--- src/hdl/dltq_pkg.sv ---
// Shared types and constants for the delta-list timer queue.
// No dependencies; used by delta_list_timer_queue_unit.
package dltq_pkg;

	localparam int QUEUE_DEPTH_DEF = 32;
	localparam int MAX_RESULTS     = 32;

	localparam int DELAY_W = 16;
	localparam int TAG_W   = 8;
	localparam int KIND_W  = 2;
	localparam int ENTRY_W = DELAY_W + TAG_W;

	localparam logic OP_INSERT = 1'b0;
	localparam logic OP_TICK   = 1'b1;

	localparam logic [KIND_W-1:0] KIND_INSERTED = 2'd0;
	localparam logic [KIND_W-1:0] KIND_FULL     = 2'd1;
	localparam logic [KIND_W-1:0] KIND_EXPIRED  = 2'd2;
	localparam logic [KIND_W-1:0] KIND_IDLE     = 2'd3;

	typedef struct packed {
		logic               opcode;
		logic [DELAY_W-1:0] delay;
		logic [TAG_W-1:0]   event_tag;
	} req_item_t;

	typedef struct packed {
		logic [KIND_W-1:0] kind;
		logic [TAG_W-1:0]  expired_tag;
		logic              last;
	} rsp_item_t;

endpackage

--- src/hdl/dltq_ram.sv ---
// Generic simple dual-port RAM: one write port, one read port, registered read.
// No dependencies.
module dltq_ram #(
	parameter int WIDTH = 8,
	parameter int DEPTH = 32
) (
	input  logic                     clk,
	input  logic                     wr_en,
	input  logic [$clog2(DEPTH)-1:0] wr_addr,
	input  logic [WIDTH-1:0]         wr_data,
	input  logic                     rd_en,
	input  logic [$clog2(DEPTH)-1:0] rd_addr,
	output logic [WIDTH-1:0]         rd_data
);

	logic [WIDTH-1:0] mem_q [DEPTH];
	logic [WIDTH-1:0] rd_data_q;

	always_ff @(posedge clk) begin
		if (wr_en) begin
			mem_q[wr_addr] <= wr_data;
		end
		if (rd_en) begin
			rd_data_q <= mem_q[rd_addr];
		end
	end

	assign rd_data = rd_data_q;

endmodule

--- src/hdl/delta_list_timer_queue_unit.sv ---
// Delta-list timer queue, top level.
// Depends on dltq_pkg and dltq_ram.
//
// Holds up to QUEUE_DEPTH pending events in time order, each entry storing its
// delay relative to the entry in front of it, in one RAM used as a ring
// (a head pointer marks the first entry, so expiry never moves data). An insert
// transaction walks the list one entry per cycle with one read in flight, then
// shifts the later entries up one place at one entry per cycle; when the new
// entry lands in front of an existing one it patches the delta of the entry
// behind the new one, and it then writes the new entry. The pace is set by
// the single read and single write port of the RAM. A full queue rejects an
// insert. A tick transaction decrements or expires the head and returns one
// result per expired event (at most 32 expiries per tick, later due entries
// wait for the next tick). The RAM needs no clearing pass: only entries below
// the fill count are ever read. One request is handled at a time; results
// leave through an output register, so the block returns to idle while the
// last result still waits to be taken.
module delta_list_timer_queue_unit #(
	parameter int QUEUE_DEPTH = dltq_pkg::QUEUE_DEPTH_DEF
) (
	input  logic                clk,
	input  logic                arst_n,
	input  logic                req_valid,
	output logic                req_stall,
	input  dltq_pkg::req_item_t req_item,
	output logic                rsp_valid,
	input  logic                rsp_stall,
	output dltq_pkg::rsp_item_t rsp_item
);

	localparam int AW = $clog2(QUEUE_DEPTH);
	localparam int CW = $clog2(QUEUE_DEPTH + 1);
	localparam int NW = $clog2(dltq_pkg::MAX_RESULTS + 1);
	localparam int DW = dltq_pkg::DELAY_W;
	localparam int TW = dltq_pkg::TAG_W;
	localparam int EW = dltq_pkg::ENTRY_W;

	localparam logic [CW:0]   DEPTH_X = (CW + 1)'(QUEUE_DEPTH);
	localparam logic [CW-1:0] DEPTH_C = CW'(QUEUE_DEPTH);
	localparam logic [AW-1:0] HEAD_MAX = AW'(QUEUE_DEPTH - 1);
	localparam logic [NW-1:0] N_LIMIT = NW'(dltq_pkg::MAX_RESULTS - 1);

	// FSM codes
	localparam logic [3:0] ST_IDLE  = 4'd0;
	localparam logic [3:0] ST_WALK  = 4'd1;
	localparam logic [3:0] ST_SHIFT = 4'd2;
	localparam logic [3:0] ST_FIX   = 4'd3;
	localparam logic [3:0] ST_PUT   = 4'd4;
	localparam logic [3:0] ST_ONE   = 4'd5;
	localparam logic [3:0] ST_TFRST = 4'd6;
	localparam logic [3:0] ST_TNEXT = 4'd7;
	localparam logic [3:0] ST_TLAST = 4'd8;

	// Map a list position onto a RAM address: head plus offset, wrapped once.
	function automatic logic [AW-1:0] phys(input logic [AW-1:0] head,
	                                       input logic [CW-1:0] idx);
		logic [CW:0] sum;
		sum = {{(CW + 1 - AW){1'b0}}, head} + {1'b0, idx};
		if (sum >= DEPTH_X) begin
			sum = sum - DEPTH_X;
		end
		return sum[AW-1:0];
	endfunction

	// Control state
	logic [3:0]    state_q, state_d;
	logic [CW-1:0] count_q, count_d;
	logic [AW-1:0] head_q, head_d;
	logic [NW-1:0] n_q, n_d;
	logic          chk_s1, chk_d;
	logic          wpend_s1, wpend_d;

	// Working registers of the current transaction
	logic [DW-1:0] rem_q, rem_d;
	logic [TW-1:0] new_tag_q, new_tag_d;
	logic [CW-1:0] pos_q, pos_d;
	logic [DW-1:0] split_q, split_d;
	logic [TW-1:0] split_tag_q, split_tag_d;
	logic [CW-1:0] walk_q, walk_d;
	logic [CW-1:0] chk_idx_s1, chk_idx_d;
	logic [CW-1:0] shift_src_q, shift_src_d;
	logic [CW-1:0] wdst_s1, wdst_d;
	logic [TW-1:0] pend_tag_q, pend_tag_d;
	logic [dltq_pkg::KIND_W-1:0] kind_q, kind_d;

	// RAM port
	logic          ram_rd_en, ram_wr_en;
	logic [AW-1:0] ram_rd_addr, ram_wr_addr;
	logic [EW-1:0] ram_wr_data, ram_rd_data;
	logic [DW-1:0] rd_delta;
	logic [TW-1:0] rd_tag;

	// Output register
	logic                rsp_valid_q;
	dltq_pkg::rsp_item_t rsp_item_q, rsp_d;
	logic                rsp_load, out_free;

	logic          walk_done, more;
	logic [AW-1:0] head_inc;

	dltq_ram #(
		.WIDTH(EW),
		.DEPTH(QUEUE_DEPTH)
	) u_ram (
		.clk     (clk),
		.wr_en   (ram_wr_en),
		.wr_addr (ram_wr_addr),
		.wr_data (ram_wr_data),
		.rd_en   (ram_rd_en),
		.rd_addr (ram_rd_addr),
		.rd_data (ram_rd_data)
	);

	assign rd_delta  = ram_rd_data[EW-1 -: DW];
	assign rd_tag    = ram_rd_data[TW-1:0];
	assign req_stall = (state_q != ST_IDLE);
	assign out_free  = !rsp_valid_q || !rsp_stall;
	assign head_inc  = (head_q == HEAD_MAX) ? '0 : head_q + AW'(1);
	// another head may follow this expiry within the per-tick limit
	assign more      = (count_q > CW'(1)) && (n_q < N_LIMIT);

	always_comb begin
		state_d     = state_q;
		count_d     = count_q;
		head_d      = head_q;
		n_d         = n_q;
		chk_d       = chk_s1;
		wpend_d     = wpend_s1;
		rem_d       = rem_q;
		new_tag_d   = new_tag_q;
		pos_d       = pos_q;
		split_d     = split_q;
		split_tag_d = split_tag_q;
		walk_d      = walk_q;
		chk_idx_d   = chk_idx_s1;
		shift_src_d = shift_src_q;
		wdst_d      = wdst_s1;
		pend_tag_d  = pend_tag_q;
		kind_d      = kind_q;
		ram_rd_en   = 1'b0;
		ram_rd_addr = head_q;
		ram_wr_en   = 1'b0;
		ram_wr_addr = head_q;
		ram_wr_data = '0;
		rsp_load    = 1'b0;
		rsp_d       = rsp_item_q;
		walk_done   = 1'b0;

		case (state_q)
			ST_IDLE: begin
				if (req_valid) begin
					if (req_item.opcode == dltq_pkg::OP_TICK) begin
						n_d = '0;
						if (count_q == '0) begin
							kind_d  = dltq_pkg::KIND_IDLE;
							state_d = ST_ONE;
						end else begin
							ram_rd_en   = 1'b1;
							ram_rd_addr = head_q;
							state_d     = ST_TFRST;
						end
					end else begin
						rem_d     = req_item.delay;
						new_tag_d = req_item.event_tag;
						if (count_q == DEPTH_C) begin
							kind_d  = dltq_pkg::KIND_FULL;
							state_d = ST_ONE;
						end else if (count_q == '0) begin
							pos_d       = '0;
							shift_src_d = '0;
							wpend_d     = 1'b0;
							state_d     = ST_SHIFT;
						end else begin
							walk_d  = '0;
							chk_d   = 1'b0;
							state_d = ST_WALK;
						end
					end
				end
			end

			ST_WALK: begin
				// check the entry read last cycle, keep one read in flight
				if (chk_s1) begin
					if (rem_q < rd_delta) begin
						pos_d       = chk_idx_s1;
						split_d     = rd_delta - rem_q;
						split_tag_d = rd_tag;
						walk_done   = 1'b1;
					end else begin
						rem_d = rem_q - rd_delta;
						if (chk_idx_s1 + CW'(1) == count_q) begin
							pos_d     = count_q;
							walk_done = 1'b1;
						end
					end
				end
				if (walk_done) begin
					chk_d       = 1'b0;
					wpend_d     = 1'b0;
					shift_src_d = count_q;
					state_d     = ST_SHIFT;
				end else if (walk_q < count_q) begin
					ram_rd_en   = 1'b1;
					ram_rd_addr = phys(head_q, walk_q);
					walk_d      = walk_q + CW'(1);
					chk_d       = 1'b1;
					chk_idx_d   = walk_q;
				end else begin
					chk_d = 1'b0;
				end
			end

			ST_SHIFT: begin
				// move entry j-1 to j, from the tail down to pos+2
				if (wpend_s1) begin
					ram_wr_en   = 1'b1;
					ram_wr_addr = phys(head_q, wdst_s1);
					ram_wr_data = ram_rd_data;
				end
				if (shift_src_q > pos_q + CW'(1)) begin
					ram_rd_en   = 1'b1;
					ram_rd_addr = phys(head_q, shift_src_q - CW'(1));
					wpend_d     = 1'b1;
					wdst_d      = shift_src_q;
					shift_src_d = shift_src_q - CW'(1);
				end else begin
					wpend_d = 1'b0;
					if (!wpend_s1) begin
						state_d = (pos_q < count_q) ? ST_FIX : ST_PUT;
					end
				end
			end

			ST_FIX: begin
				// old entry at pos lands at pos+1 with its delta split
				ram_wr_en   = 1'b1;
				ram_wr_addr = phys(head_q, pos_q + CW'(1));
				ram_wr_data = {split_q, split_tag_q};
				state_d     = ST_PUT;
			end

			ST_PUT: begin
				if (out_free) begin
					ram_wr_en         = 1'b1;
					ram_wr_addr       = phys(head_q, pos_q);
					ram_wr_data       = {rem_q, new_tag_q};
					count_d           = count_q + CW'(1);
					rsp_load          = 1'b1;
					rsp_d.kind        = dltq_pkg::KIND_INSERTED;
					rsp_d.expired_tag = '0;
					rsp_d.last        = 1'b1;
					state_d           = ST_IDLE;
				end
			end

			ST_ONE: begin
				if (out_free) begin
					rsp_load          = 1'b1;
					rsp_d.kind        = kind_q;
					rsp_d.expired_tag = '0;
					rsp_d.last        = 1'b1;
					state_d           = ST_IDLE;
				end
			end

			ST_TFRST: begin
				// decrement the head; a zero or one delta expires
				if (rd_delta > DW'(1)) begin
					ram_wr_en   = 1'b1;
					ram_wr_addr = head_q;
					ram_wr_data = {rd_delta - DW'(1), rd_tag};
					kind_d      = dltq_pkg::KIND_IDLE;
					state_d     = ST_ONE;
				end else begin
					pend_tag_d = rd_tag;
					head_d     = head_inc;
					count_d    = count_q - CW'(1);
					n_d        = n_q + NW'(1);
					if (more) begin
						ram_rd_en   = 1'b1;
						ram_rd_addr = phys(head_q, CW'(1));
						state_d     = ST_TNEXT;
					end else begin
						state_d = ST_TLAST;
					end
				end
			end

			ST_TNEXT: begin
				// pending expiry is not last only if this head is due too
				if (rd_delta != '0) begin
					state_d = ST_TLAST;
				end else if (out_free) begin
					rsp_load          = 1'b1;
					rsp_d.kind        = dltq_pkg::KIND_EXPIRED;
					rsp_d.expired_tag = pend_tag_q;
					rsp_d.last        = 1'b0;
					pend_tag_d        = rd_tag;
					head_d            = head_inc;
					count_d           = count_q - CW'(1);
					n_d               = n_q + NW'(1);
					if (more) begin
						ram_rd_en   = 1'b1;
						ram_rd_addr = phys(head_q, CW'(1));
					end else begin
						state_d = ST_TLAST;
					end
				end
			end

			ST_TLAST: begin
				if (out_free) begin
					rsp_load          = 1'b1;
					rsp_d.kind        = dltq_pkg::KIND_EXPIRED;
					rsp_d.expired_tag = pend_tag_q;
					rsp_d.last        = 1'b1;
					state_d           = ST_IDLE;
				end
			end

			default: begin
				state_d = ST_IDLE;
			end
		endcase
	end

	always_ff @(posedge clk or negedge arst_n) begin
		if (!arst_n) begin
			state_q     <= ST_IDLE;
			count_q     <= '0;
			head_q      <= '0;
			n_q         <= '0;
			chk_s1      <= 1'b0;
			wpend_s1    <= 1'b0;
			rsp_valid_q <= 1'b0;
		end else begin
			state_q  <= state_d;
			count_q  <= count_d;
			head_q   <= head_d;
			n_q      <= n_d;
			chk_s1   <= chk_d;
			wpend_s1 <= wpend_d;
			if (rsp_load) begin
				rsp_valid_q <= 1'b1;
			end else if (!rsp_stall) begin
				rsp_valid_q <= 1'b0;
			end
		end
	end

	always_ff @(posedge clk) begin
		rem_q       <= rem_d;
		new_tag_q   <= new_tag_d;
		pos_q       <= pos_d;
		split_q     <= split_d;
		split_tag_q <= split_tag_d;
		walk_q      <= walk_d;
		chk_idx_s1  <= chk_idx_d;
		shift_src_q <= shift_src_d;
		wdst_s1     <= wdst_d;
		pend_tag_q  <= pend_tag_d;
		kind_q      <= kind_d;
		if (rsp_load) begin
			rsp_item_q <= rsp_d;
		end
	end

	assign rsp_valid = rsp_valid_q;
	assign rsp_item  = rsp_item_q;

	// Fill count never passes the queue depth.
	a_count_bound: assert property (@(posedge clk) disable iff (!arst_n)
		count_q <= DEPTH_C)
		else $error("entry count above queue depth");

	// The count grows only when an insert writes its entry.
	a_count_grow: assert property (@(posedge clk) disable iff (!arst_n)
		(count_q > $past(count_q)) |-> ($past(state_q) == ST_PUT))
		else $error("entry count grew outside insert");

	// A walk read in flight belongs to the walk.
	a_walk_read: assert property (@(posedge clk) disable iff (!arst_n)
		chk_s1 |-> (state_q == ST_WALK))
		else $error("walk read pending outside walk");

	// A pending shift write belongs to the shift.
	a_shift_write: assert property (@(posedge clk) disable iff (!arst_n)
		wpend_s1 |-> (state_q == ST_SHIFT))
		else $error("shift write pending outside shift");

endmodule
--- config.mk ---
export PLATFORM = sky130hd
export DESIGN_NAME = delta_list_timer_queue_unit
export DESIGN_NICKNAME = d
export VERILOG_FILES = /design/src/hdl/dltq_pkg.sv /design/src/hdl/dltq_ram.sv /design/src/hdl/delta_list_timer_queue_unit.sv
export SDC_FILE = /design/constraint.sdc
export NUM_CORES = 1
export LEC_CHECK = 0
export BUFFER_PORTS_ARGS = -buffer_cell sky130_fd_sc_hd__buf_2
export CAP_MARGIN = 10
export CORE_MARGIN = 2
export CORE_UTILIZATION = 50
export CTS_CLUSTER_SIZE = 10
export DETAILED_ROUTE_END_ITERATION = 10
export GPL_TIMING_DRIVEN = 1
export PLACE_DENSITY = 0.67
export RECOVER_POWER = 25
export REMOVE_ABC_BUFFERS = 1
export SLEW_MARGIN = 10
export SYNTH_ARGS = -nofsm -noshare
export SYNTH_HDL_FRONTEND = slang
export SYNTH_HIERARCHICAL = 1
export SYNTH_SLANG_ARGS = --single-unit
export TNS_END_PERCENT = 30
--- constraint.sdc ---
create_clock -name clk -period 4.7 [get_ports clk]
set_input_delay 0.235 -clock clk [delete_from_list [all_inputs] [get_ports clk]]
set_output_delay 0.235 -clock clk [all_outputs]
set_load 0.05 [all_outputs]
==> After elaboration in Yosys (flattened, before gate mapping) <==
Memories as Yosys holds them, arrays and structs flattened. A register that Yosys moved wholly into a read port is not among the register bits.
Index checks and enable logic that the tools add are counted.
{ "classes": {"n_reduce_logical": 32, "bitwise": 2, "mux": 128, "n_lt_le_gt_ge": 13, "multipliers": 0, "shifts": 0, "eq_ne": 39, "div": 0, "add_sub_neg": 23} }
{ "ops": {"columns": ["operator", "count"], "rows": [
  ["two-way mux 6 bit", 24],
  ["case mux 24 bit (4 select lines)", 1],
  ["two-way mux 5 bit", 19],
  ["two-way mux 24 bit", 3],
  ["two-way mux 16 bit", 4],
  ["two-way mux 11 bit", 5],
  ["case mux 6 bit (3 select lines)", 3],
  ["two-way mux 4 bit", 11],
  ["case mux 11 bit (4 select lines)", 1],
  ["inequality test 2 bit, second input constant", 21],
  ["adder 5 x 6 -> 7 bit", 5],
  [">= comparator 7 x 6 -> 1 bit, second input constant", 5],
  ["AND reduction 7 bit", 5],
  ["case mux 16 bit (2 select lines)", 1],
  ["subtractor 16 bit", 2],
  ["two-way mux 1 bit", 31],
  ["adder 6 x 1 -> 6 bit, second input constant", 5],
  ["subtractor 5 x 1 -> 5 bit, second input constant", 6],
  ["case mux 4 bit (7 select lines)", 1],
  ["two-way mux 8 bit", 3],
  ["case mux 6 bit (2 select lines)", 2],
  ["case mux 5 bit (4 select lines)", 1],
  ["AND reduction 5 bit", 4],
  ["equality test 4 x 3 -> 1 bit, second input constant", 4],
  ["other kinds (44)", 70]
]} }
{ "totals": {"ram_bits": 768, "latchBits": 0, "n_memories": 1, "input_bits": 29, "register_bits": 123, "romBits": 0} }
{ "mem_list": {"columns": ["name", "words", "width", "read_ports", "rd_clocked_by_memory_dff", "wr", "line", "rtl"], "rows": [
  ["u_ram.mem_q", 32, 24, 1, 1, 1, "dltq_ram.sv:16", "logic [WIDTH-1:0] mem_q [DEPTH];"]
]} }

==> Depth between registers and ports, before layout <==
Gate-level depths: netlist of run 1.
{ "depth": {"depth_word": 8, "ltp_mapped": 20, "mapped_depth_nobuf": 16} }

==> By module <==
The synthesis of run 1 kept the hierarchy.
{ "by_module_without_submodules": {"columns": ["module", "instances", "area_per_inst_um2", "cells_per_inst"], "rows": [
  ["dltq_ram", 1, 30718.2, 1711],
  ["delta_list_timer_queue_unit", 1, 8974.9, 959]
]} }

==> Worst setup path after synthesis of run 1 <==
OpenSTA, ideal clock, no wires.
{ "synth_path": {"path_type": "flip-flop to flip-flop", "startpoint": "reg head_q[0]", "endpoint": "mem u_ram/mem_q[17][0] in the netlist's numbering, enable pin", "setup_ns": 0.405, "path_stages_with_launch": 12, "period_less_slack_ns": 4.271, "path_slack_ns": 0.429, "t_arrival_ns": 3.867, "n_path_buf": 0, "path_cell_list": "dfrtp_1 -> ha_1 -> fa_1 -> a21o_1 -> a21oi_1 -> xnor2_1 -> and3_1 -> a21oi_1 -> o21ai_0 -> xor2_1 -> or3b_2 -> nor2_1"} }
{ "synth_via": {"elab_chain_cells": 5, "elab_cells_between_ends": 15} }
{ "synth_rtl": {"columns": ["item", "line", "rtl"], "rows": [
  ["start: declaration", "delta_list_timer_queue_unit.sv:68", "logic [AW-1:0] head_q, head_d;"],
  ["start signal: assignment", "delta_list_timer_queue_unit.sv:332", "head_q <= '0;"],
  ["start signal: assignment", "delta_list_timer_queue_unit.sv:340", "head_q <= head_d;"],
  ["adder 5 x 6 -> 7 bit", "delta_list_timer_queue_unit.sv:58", "sum = {{(CW + 1 - AW){1'b0}}, head} + {1'b0, idx};"],
  [">= comparator 7 x 6 -> 1 bit / subtractor 5 x 1 -> 5 bit (equally long branches)", "delta_list_timer_queue_unit.sv:59, delta_list_timer_queue_unit.sv:60", null],
  ["two-way mux 5 bit", "delta_list_timer_queue_unit.sv:59", "if (sum >= DEPTH_X) begin"],
  ["two-way mux 5 bit (on tied branches)", "delta_list_timer_queue_unit.sv:244, delta_list_timer_queue_unit.sv:216", null],
  ["case mux 5 bit (3 select lines) *", "delta_list_timer_queue_unit.sv:149", "case (state_q)"],
  ["net ram_wr_addr[4]", "delta_list_timer_queue_unit.sv:88", "logic [AW-1:0] ram_rd_addr, ram_wr_addr;"],
  ["end: declaration", "dltq_ram.sv:16", null]
]} }
The timed path passes the listed nets; every way through them passes the cells marked *.

==> Worst setup path in the final report of run 1 <==
{ "layout_path": {"startpoint": "reg u_ram.rd_data_q[8] (netlist: u_ram/rd_data[8]), read port of u_ram.mem_q", "endpoint": "reg u_ram.rd_data_q[8] (netlist: u_ram/rd_data[8]), read port of u_ram.mem_q (data pin)"} }
{ "layout_via": {"elab_chain_cells": 6, "elab_cells_between_ends": 14} }
{ "layout_rtl": {"columns": ["item", "line", "rtl"], "rows": [
  ["start: declaration", "dltq_ram.sv:17", "logic [WIDTH-1:0] rd_data_q;"],
  ["less-than comparator 16 bit", "delta_list_timer_queue_unit.sv:185", "if (rem_q < rd_delta) begin"],
  ["two-way mux 1 bit", "delta_list_timer_queue_unit.sv:185", null],
  ["two-way mux 1 bit", "delta_list_timer_queue_unit.sv:184", "if (chk_s1) begin"],
  ["two-way mux 1 bit", "delta_list_timer_queue_unit.sv:149", null],
  ["two-way mux 5 bit", "delta_list_timer_queue_unit.sv:198", "if (walk_done) begin"],
  ["case mux 5 bit (4 select lines) *", "delta_list_timer_queue_unit.sv:149", null],
  ["net ram_rd_addr[1]", "delta_list_timer_queue_unit.sv:88", null]
]} }
The timed path passes the listed nets; every way through them passes the cells marked *. The select of a mux whose other input is x is not followed.
A chain may end at the register's enable or synchronous reset.

==> impl_metrics.csv, run 1 <==
group,metric,value,unit
pwr,internal-power,20.9,mW
detailed_routing,met3_wirelength,8140,µm
sta,max_slew_margin,-49.5,%
worst_hold_path,min_from,"req_item[18]",
floorplan,die_y,286,µm
clocking,root_buffer,"sky130_fd_sc_hd__clkbuf_16",
final_layout,antennaDiodeCount,0,
detailed_routing,first_pass_iters,6,
final_layout,areaGrowthSynthToFinish,15.3,%
floorplan,floorplan.rows,103,
synth,synth-main-ff-cell,"sky130_fd_sc_hd__edfxtp_1",
sta,final.period_utilization,98.8,%
synth,synth.yosys.seq_area_share,68.8,%
synth,asyncSetResetFlopFracSynth,2.63,%
critical_path,rr_startpoint,"u_ram/rd_data[8]$_DFFE_PP_",
detailed_routing,highest_routing_layer_actually_used,"met4",
placement,dpl.hpwl,66800,µm
sta,maxClockFrequency,215,MHz
clocking,worst_setup_hold_path_clk_slew,50,ps
pwr,standby_leakage_power,17.7,nW
final_layout,seq_area,27300,µm²
grt,first_pass_grt_wire_length,158000,µm
synth,synth_cell_type_count,77,
synth,synth_xor_area_share,1.57,%
floorplan,design.die.area,81700,µm²
critical_path,crit_path_max_fanout,20,
sta,layout_setup_ws,58.4,ps
clocking,clock_latency_at_the_later_pin_of_the_worst_skew_pair,650,ps
grt,track_usage,26.1,%
pwr,power_frac_seq,34.9,%
final_layout,multi_input_comb_area,11600,µm²
worst_hold_path,holdCritPathClass,"input port to flop",
pwr,power.density_cell_area,733,nW/µm²
synth,syn-instance-count,2670,
pwr,switchingPower,12.7,mW
critical_path,reg2reg_slack,60,ps
placement,placed_area,42700,µm²
detailed_routing,vias_per_cell,6.09,
synth,yosys.area_share.adder,2.87,%
detailed_routing,first_iter_violations,2678,
critical_path,critical_path_class,"flop to flop",
synth,synth-simple-area-share,6.10,%
synth,muxShareOfSynthArea,9.98,%
status,outcome,"finished with violations",
detailed_routing,met2RoutedLength,51100,µm
critical_path,worstPathArrival,5020,ps
status,failed_checks,"capacitance limit, slew limit",
synth,syn_avg_cell_area,14.9,µm²
detailed_routing,ant_nets,0,
detailed_routing,routed_wire_length,107000,µm
critical_path,reg2regPathDepth,17,
detailed_routing,remaining_drc_errors,0,
floorplan,floorplan.initialDensity,50.4,%
placement,io_buffers,41,
pwr,combinationalPowerShare,44.7,%
sta,rsz0062_at_grt,"yes",
sta,tightest_slew,2240,ps
detailed_routing,wl_per_cell,26.8,µm
synth,yosys_warnings,6,
floorplan,die_x,286,µm
pwr,p_sw_share,37.8,%
grt,grt_antenna_before_repair,2,
detailed_routing,m1WireLength,43900,µm
placement,gp_congestion,0.905,
critical_path,startpoint_type,"flop",
clocking,numClockSinks,913,
clocking,htree_levels,3,
pwr,ir_drop_worst_case_vdd,0.000623,V
sta,number_of_failing_setup_endpoints_in_the_final_timing_report,0,
clocking,cts_tree,"done",
synth,netlist_area,39700,µm²
worst_hold_path,hold_depth,3,
worst_hold_path,hold_path_end,"rem_q[10]$_DFFE_PP_",
sta,fin_setup_tns,0,ps
sta,slew_violations,69,
pwr,total_power,33.5,mW
critical_path,critPathCaptureType,"flop",
grt,overflow,0,
final_layout,nets,3027,
sta,finalClockSkew,31.2,ps
final_layout,nFillCells,6031,
floorplan,ports_placed_on_the_boundary,42,
grt,number_of_global_route_vias_before_repair,24322,
placement,place_worst_setup_slack,-65.1,ps
final_layout,postLayoutCellArea,45800,µm²
clocking,numCtsBuffers,102,
grt,grt_max_degree,67,
final_layout,drive_gt1_share,14.2,%
synth,synth-seq-cells,913,
synth,post_synth_edffs,889,
synth,synth_compound_area_share,7.98,%
synth,synth_top_family_by_area,"multiplexers",
floorplan,core_area,78700,µm²
pwr,power.clock.fraction,20.4,%
detailed_routing,routed-via-count,24272,
flow_run,cap_viol_max_count,2,
sta,hold_fails_final_rpt,0,
clocking,cts_buffer_depth,3,
critical_path,rr_endpoint,"u_ram/rd_data[8]$_DFFE_PP_",
critical_path,worst-endpoint-required,5070,ps
sta,period_needed,4640,ps
==> layout make-up <==
| cell class | count | area share [%] |
|---|---|---|
| sequential | 913 | 59.6 |
| multi-input combinational | 1540 | 25.2 |
| clock buffer | 119 | 5.78 |
| timing repair buffer | 275 | 5.69 |
| tap | 1050 | 2.87 |
| inverter | 79 | 0.648 |
| clock inverter | 8 | 0.137 |
==> timing repair <==
item,CTS,global route
pin swaps,0,6
endpoints found under the hold margin,46,0
gates resized for setup,3,11
hold buffers,23,0
buffers inserted,0,7
cloned,0,2
endpoints found under the setup margin,4,24
==> Yosys cell counts, drive strengths merged, types with 4 or more instances <==
| library cell | number | area (µm²) |
|---|---|---|
| edfxtp | 889 | 26700 |
| mux2i | 392 | 3920 |
| nand2 | 160 | 601 |
| a21oi | 125 | 633 |
| nor2 | 116 | 438 |
| nand3 | 94 | 470 |
| a22oi | 83 | 623 |
| ha | 80 | 1000 |
| inv | 79 | 297 |
| o21ai | 77 | 385 |
| buf | 74 | 542 |
| clkbuf | 64 | 244 |
| a22o | 51 | 447 |
| nor3 | 46 | 235 |
| xnor2 | 41 | 359 |
| a31oi | 31 | 194 |
| xor2 | 30 | 263 |
| dfrtp | 24 | 601 |
| a21o | 22 | 173 |
| nor2b | 17 | 114 |
| a222oi | 15 | 150 |
| or3 | 15 | 93.8 |
| nand2b | 12 | 75.1 |
| nand4 | 11 | 68.8 |
| nand3b | 9 | 67.6 |
| o211ai | 9 | 72.6 |
| o21a | 8 | 60.1 |
| a221o | 7 | 70.1 |
| and3 | 7 | 43.8 |
| fa | 7 | 140 |
| o31ai | 7 | 52.6 |
| a211oi | 6 | 45.0 |
| and2 | 6 | 37.5 |
| or2 | 6 | 37.5 |
| nor4 | 5 | 37.5 |
| o311ai | 5 | 51.3 |
| o22ai | 4 | 25.0 |
==> cells by family after synthesis <==
kind of cell               count (synthesis)
AOI/OAI and AO/OA                        471
and+or+nand+nor                          516
DFF                                      913
adders and majority gates                 87
buffers and inverters                    217
xor gates and xnor gates                  71
muxes                                    395
==> state kept, by name, summed over array words and instances (netlist names), 5 cells and up <==
signal / cells
u_ram/mem_q: 768
walk_q: 6
chk_idx_s1: 6
split_tag_q: 8
pend_tag_q: 8
head_q: 5
rem_q: 16
split_q: 16
shift_src_q: 6
count_q: 6
n_q: 6
wdst_s1: 5
u_ram/rd_data: 24
rsp_item: 11
pos_q: 6
new_tag_q: 8
==> layer usage <==
| metal | vias up | global-route usage (%) |
|---|---|---|
| li1 | 10713 | - |
| met1 | 12286 | 36.0 |
| met5 | - | 0 |
| met4 | 0 | 9.11 |
| met2 | 1059 | 43.0 |
| met3 | 214 | 3.38 |
==> critical path, stage by stage, from the launching register on <==
cell                       delay [ps]
sky130_fd_sc_hd__edfxtp_1         370
sky130_fd_sc_hd__clkbuf_1         250
sky130_fd_sc_hd__inv_1            110
sky130_fd_sc_hd__ha_1             270
sky130_fd_sc_hd__nor2_1           220
sky130_fd_sc_hd__nor2_1            70
sky130_fd_sc_hd__nand4_1          190
sky130_fd_sc_hd__nor2b_1          100
sky130_fd_sc_hd__or2_2            290
sky130_fd_sc_hd__or3_1            450
sky130_fd_sc_hd__a211oi_1         450
sky130_fd_sc_hd__o21ai_2          250
sky130_fd_sc_hd__nor2b_4          220
sky130_fd_sc_hd__buf_12           210
sky130_fd_sc_hd__buf_4            310
sky130_fd_sc_hd__a22oi_1          120
sky130_fd_sc_hd__a31oi_1          350
sky130_fd_sc_hd__nand3_1          120
==> per-stage QoR <==
step / instances / utilization (%) / hold WS (ps)
detailed placement: 3824 / 54.2 / 290
global route: 3984 / 58.1 / 41.0
global placement: 3824 / 54.2 / 283
CTS: 3974 / 58.0 / 35.1
finish: 3984 / 58.1 / 46.8
floorplan: 2532 / - / -60.6
==> how the worst max path moves through the flow <==
stage | slack, ps | startpoint | to | cells after the start
floorplan | -63310 | state_q[1]$_DFFE_PN0P_ | u_ram/rd_data[22]$_DFFE_PP_ | 10
global placement | 50 | rem_q[0]$_DFFE_PP_ | u_ram/rd_data[11]$_DFFE_PP_ | 20
detailed placement | -70 | u_ram/rd_data[8]$_DFFE_PP_ | u_ram/rd_data[12]$_DFFE_PP_ | 16
CTS | -30 | u_ram/rd_data[8]$_DFFE_PP_ | u_ram/rd_data[11]$_DFFE_PP_ | 19
global route | -50 | pos_q[0]$_SDFFCE_PN0P_ | u_ram/rd_data[8]$_DFFE_PP_ | 17
finish | 60 | u_ram/rd_data[8]$_DFFE_PP_ | u_ram/rd_data[8]$_DFFE_PP_ | 17
==> cell usage in the layout, fill, tap and decap left out, drive strengths merged, types with 22 or more instances in the layout <==
cell,Yosys,layout
nor2,116,116
edfxtp,889,889
buf,74,225
a21oi,125,125
inv,79,83
a22o,51,51
nor3,46,46
dlygate4sd3,0,23
ha,80,80
xor2,30,30
a31oi,31,31
nand2,160,160
a21o,22,22
mux2i,392,392
o21ai,77,77
clkbuf,64,146
xnor2,41,41
a22oi,83,83
dfrtp,24,24
nand3,94,94
==> power groups by stage <==
stage / clock network [mW] / logic, mW / registers (mW)
3_3_place_gp: 0 / 14.3 / 11.8
5_1_grt: 7.23 / 16.0 / 11.8
4_1_cts: 6.92 / 14.7 / 11.7
6_report: 6.83 / 15.0 / 11.7
3_5_place_dp: 0 / 14.6 / 11.9
2_1_floorplan: 0 / 7.85 / 11.8
(Power assumes the default switching activity.)
==> run 2: changes to the inputs <==
CTS_BUF_LIST = sky130_fd_sc_hd__clkbuf_8   (was default)
==> impl_metrics.csv, run 2 (same netlist as run 1, synthesis figures left out) <==
group,metric,value,unit
floorplan,floorplan.initialDensity,50.4,%
status,outcome,"finished with violations",
critical_path,critPathCaptureType,"flop",
clocking,cts_tree,"done",
floorplan,ports_placed_on_the_boundary,42,
clocking,clock_latency_at_the_later_pin_of_the_worst_skew_pair,800,ps
worst_hold_path,hold_path_end,"wpend_s1$_DFFE_PN0P_",
critical_path,reg2reg_slack,150,ps
final_layout,top_library_cells_by_usage_in_the_layout_fill_and_taps_aside,"sky130_fd_sc_hd__edfxtp_1, sky130_fd_sc_hd__mux2i_1, sky130_fd_sc_hd__nand2_1",
floorplan,core_area,78700,µm²
pwr,ir_drop_worst_case_vdd,0.000551,V
critical_path,critPathLaunch,"count_q[0]$_DFFE_PN0P_",
placement,numPlacedInstances,3824,
floorplan,floorplan.rows,103,
placement,io_buffers,41,
final_layout,final_util,58.0,%
sta,finalClockSkew,43.4,ps
pwr,power.density_cell_area,722,nW/µm²
worst_hold_path,hold_depth,4,
critical_path,rr_endpoint,"u_ram/rd_data[8]$_DFFE_PP_",
status,failed_checks,"capacitance limit, slew limit",
final_layout,multi_input_comb_area,11500,µm²
sta,number_of_failing_setup_endpoints_in_the_final_timing_report,0,
critical_path,critical_path_class,"flop to flop",
pwr,total_power,33.0,mW
clocking,worst_setup_hold_path_clk_slew,50,ps
critical_path,reg2regPathDepth,15,
clocking,htree_levels,4,
final_layout,seq_area,27300,µm²
critical_path,crit_path_max_fanout,20,
sta,maxClockFrequency,220,MHz
floorplan,design.die.area,81700,µm²
sta,period_needed,4550,ps
clocking,cts_buffer_depth,3,
final_layout,layoutNonFillerInstCount,4122,
floorplan,die_y,286,µm
grt,number_of_global_route_vias_before_repair,24694,
detailed_routing,ant_nets,0,
grt,overflow,0,
sta,final.period_utilization,96.8,%
worst_hold_path,min_from,"req_valid",
clocking,numCtsBuffers,145,
grt,grt_antenna_before_repair,4,
clocking,root_buffer,"sky130_fd_sc_hd__clkbuf_8",
sta,max_slew_margin,-46.5,%
worst_hold_path,holdCritPathClass,"input port to flop",
critical_path,startpoint_type,"flop",
critical_path,worstPathArrival,5070,ps
final_layout,nFillCells,6097,
detailed_routing,routed_wire_length,107000,µm
detailed_routing,vias_per_cell,5.97,
sta,hold_fails_final_rpt,0,
grt,grt_max_degree,67,
sta,tightest_slew,2200,ps
pwr,standby_leakage_power,17.8,nW
flow_run,cap_viol_max_count,4,
final_layout,layout_commonest_cell,"sky130_fd_sc_hd__edfxtp_1",
floorplan,die_x,286,µm
detailed_routing,remaining_drc_errors,0,
final_layout,areaGrowthSynthToFinish,15.1,%
sta,final.hold.worst_slack,71.5,ps
critical_path,worst-endpoint-required,5220,ps
sta,fin_setup_tns,0,ps
critical_path,rr_startpoint,"count_q[0]$_DFFE_PN0P_",
grt,first_pass_grt_wire_length,159000,µm
placement,gp_congestion,0.905,
final_layout,regMostFlops,"u_ram/mem_q",
final_layout,largest_register_ffs,768,
detailed_routing,first_iter_violations,2646,
final_layout,drive_gt1_share,15.0,%
clocking,numClockSinks,913,
detailed_routing,routed-via-count,24627,
final_layout,nets,3072,
placement,dpl.hpwl,66800,µm
grt,track_usage,26.4,%
sta,slew_violations,135,
detailed_routing,wl_per_cell,26.0,µm
detailed_routing,first_pass_iters,7,
-- run 2: cell count changes in the layout (fill, tap and decap cells not counted), moves of 3 or more --
cell                            change
sky130_fd_sc_hd__dlygate4sd3_1      +4
sky130_fd_sc_hd__bufinv_16          +5
sky130_fd_sc_hd__clkinv_1          +34
sky130_fd_sc_hd__clkinv_2           +9
sky130_fd_sc_hd__o311ai_2           -3
sky130_fd_sc_hd__inv_1             +48
sky130_fd_sc_hd__clkbuf_8         +145
sky130_fd_sc_hd__o311ai_0           +3
sky130_fd_sc_hd__buf_4             -17
sky130_fd_sc_hd__clkinvlp_4         +5
sky130_fd_sc_hd__clkbuf_16        -103
-- run 2: worst max path at each step --
stage / to / cells past startpoint
6_report: u_ram/rd_data[8]$_DFFE_PP_ / 15
5_1_grt: u_ram/rd_data[18]$_DFFE_PP_ / 18
4_1_cts: u_ram/rd_data[11]$_DFFE_PP_ / 19
3_5_place_dp: u_ram/rd_data[12]$_DFFE_PP_ / 16
3_3_place_gp: u_ram/rd_data[11]$_DFFE_PP_ / 20
2_1_floorplan: u_ram/rd_data[22]$_DFFE_PP_ / 10
-- run 2: layout make-up --
class	count	share of cell area [%]
Clock buffer	146	4.40
Tap cell	1050	2.88
Sequential cell	913	59.7
Multi-Input combinational cell	1540	25.2
Clock inverter	115	1.47
Timing Repair Buffer	277	5.63
Inverter	79	0.649
Antenna cell	2	0.0110
-- run 2: per-stage QoR --
step | setup WS, ps | area, µm²
after floorplan | -63310 | 38900
after global placement | 47.0 | 42700
after detailed placement | -65.1 | 42700
after CTS | -2.57 | 45700
after global routing | -25.0 | 45700
final | 151 | 45700
-- run 2: report_power, final --
| group | internal, mW | switching, mW | leakage [nW] |
|---|---|---|---|
| combinational | 5.71 | 9.20 | 7.92 |
| clock | 3.20 | 3.13 | 1.53 |
| sequential | 11.2 | 0.542 | 8.40 |
-- run 2: per-layer routing --
| metal | track usage [%] | up-vias | wire [µm] |
|---|---|---|---|
| met3 | 4.11 | 188 | 7880 |
| met5 | 0 | - | 0 |
| li1 | - | 10902 | - |
| met4 | 8.91 | 0 | 2880 |
| met1 | 35.8 | 12453 | 44300 |
| met2 | 43.6 | 1084 | 52300 |
-- run 2: worst max-delay path, cell delays in order (launching register included) --
cell,delay (ps)
sky130_fd_sc_hd__dfrtp_1,440
sky130_fd_sc_hd__inv_1,90
sky130_fd_sc_hd__ha_1,240
sky130_fd_sc_hd__or2_2,310
sky130_fd_sc_hd__a31o_2,330
sky130_fd_sc_hd__nor2b_1,170
sky130_fd_sc_hd__or2_2,290
sky130_fd_sc_hd__or3_1,460
sky130_fd_sc_hd__a211oi_1,410
sky130_fd_sc_hd__o21ai_2,240
sky130_fd_sc_hd__nor2b_4,220
sky130_fd_sc_hd__buf_12,210
sky130_fd_sc_hd__buf_4,310
sky130_fd_sc_hd__a22oi_1,120
sky130_fd_sc_hd__a31oi_1,300
sky130_fd_sc_hd__nand3_1,120
-- run 2: what timing repair did --
| item | 4_1_cts | 5_1_grt |
|---|---|---|
| setup endpoints to repair | 6 | 35 |
| hold endpoints to repair | 50 | 0 |
| gates resized for setup | 3 | 12 |
| cloned | 0 | 2 |
| pin swaps | 0 | 6 |
| buffers inserted | 0 | 6 |
| hold buffers | 27 | 0 |
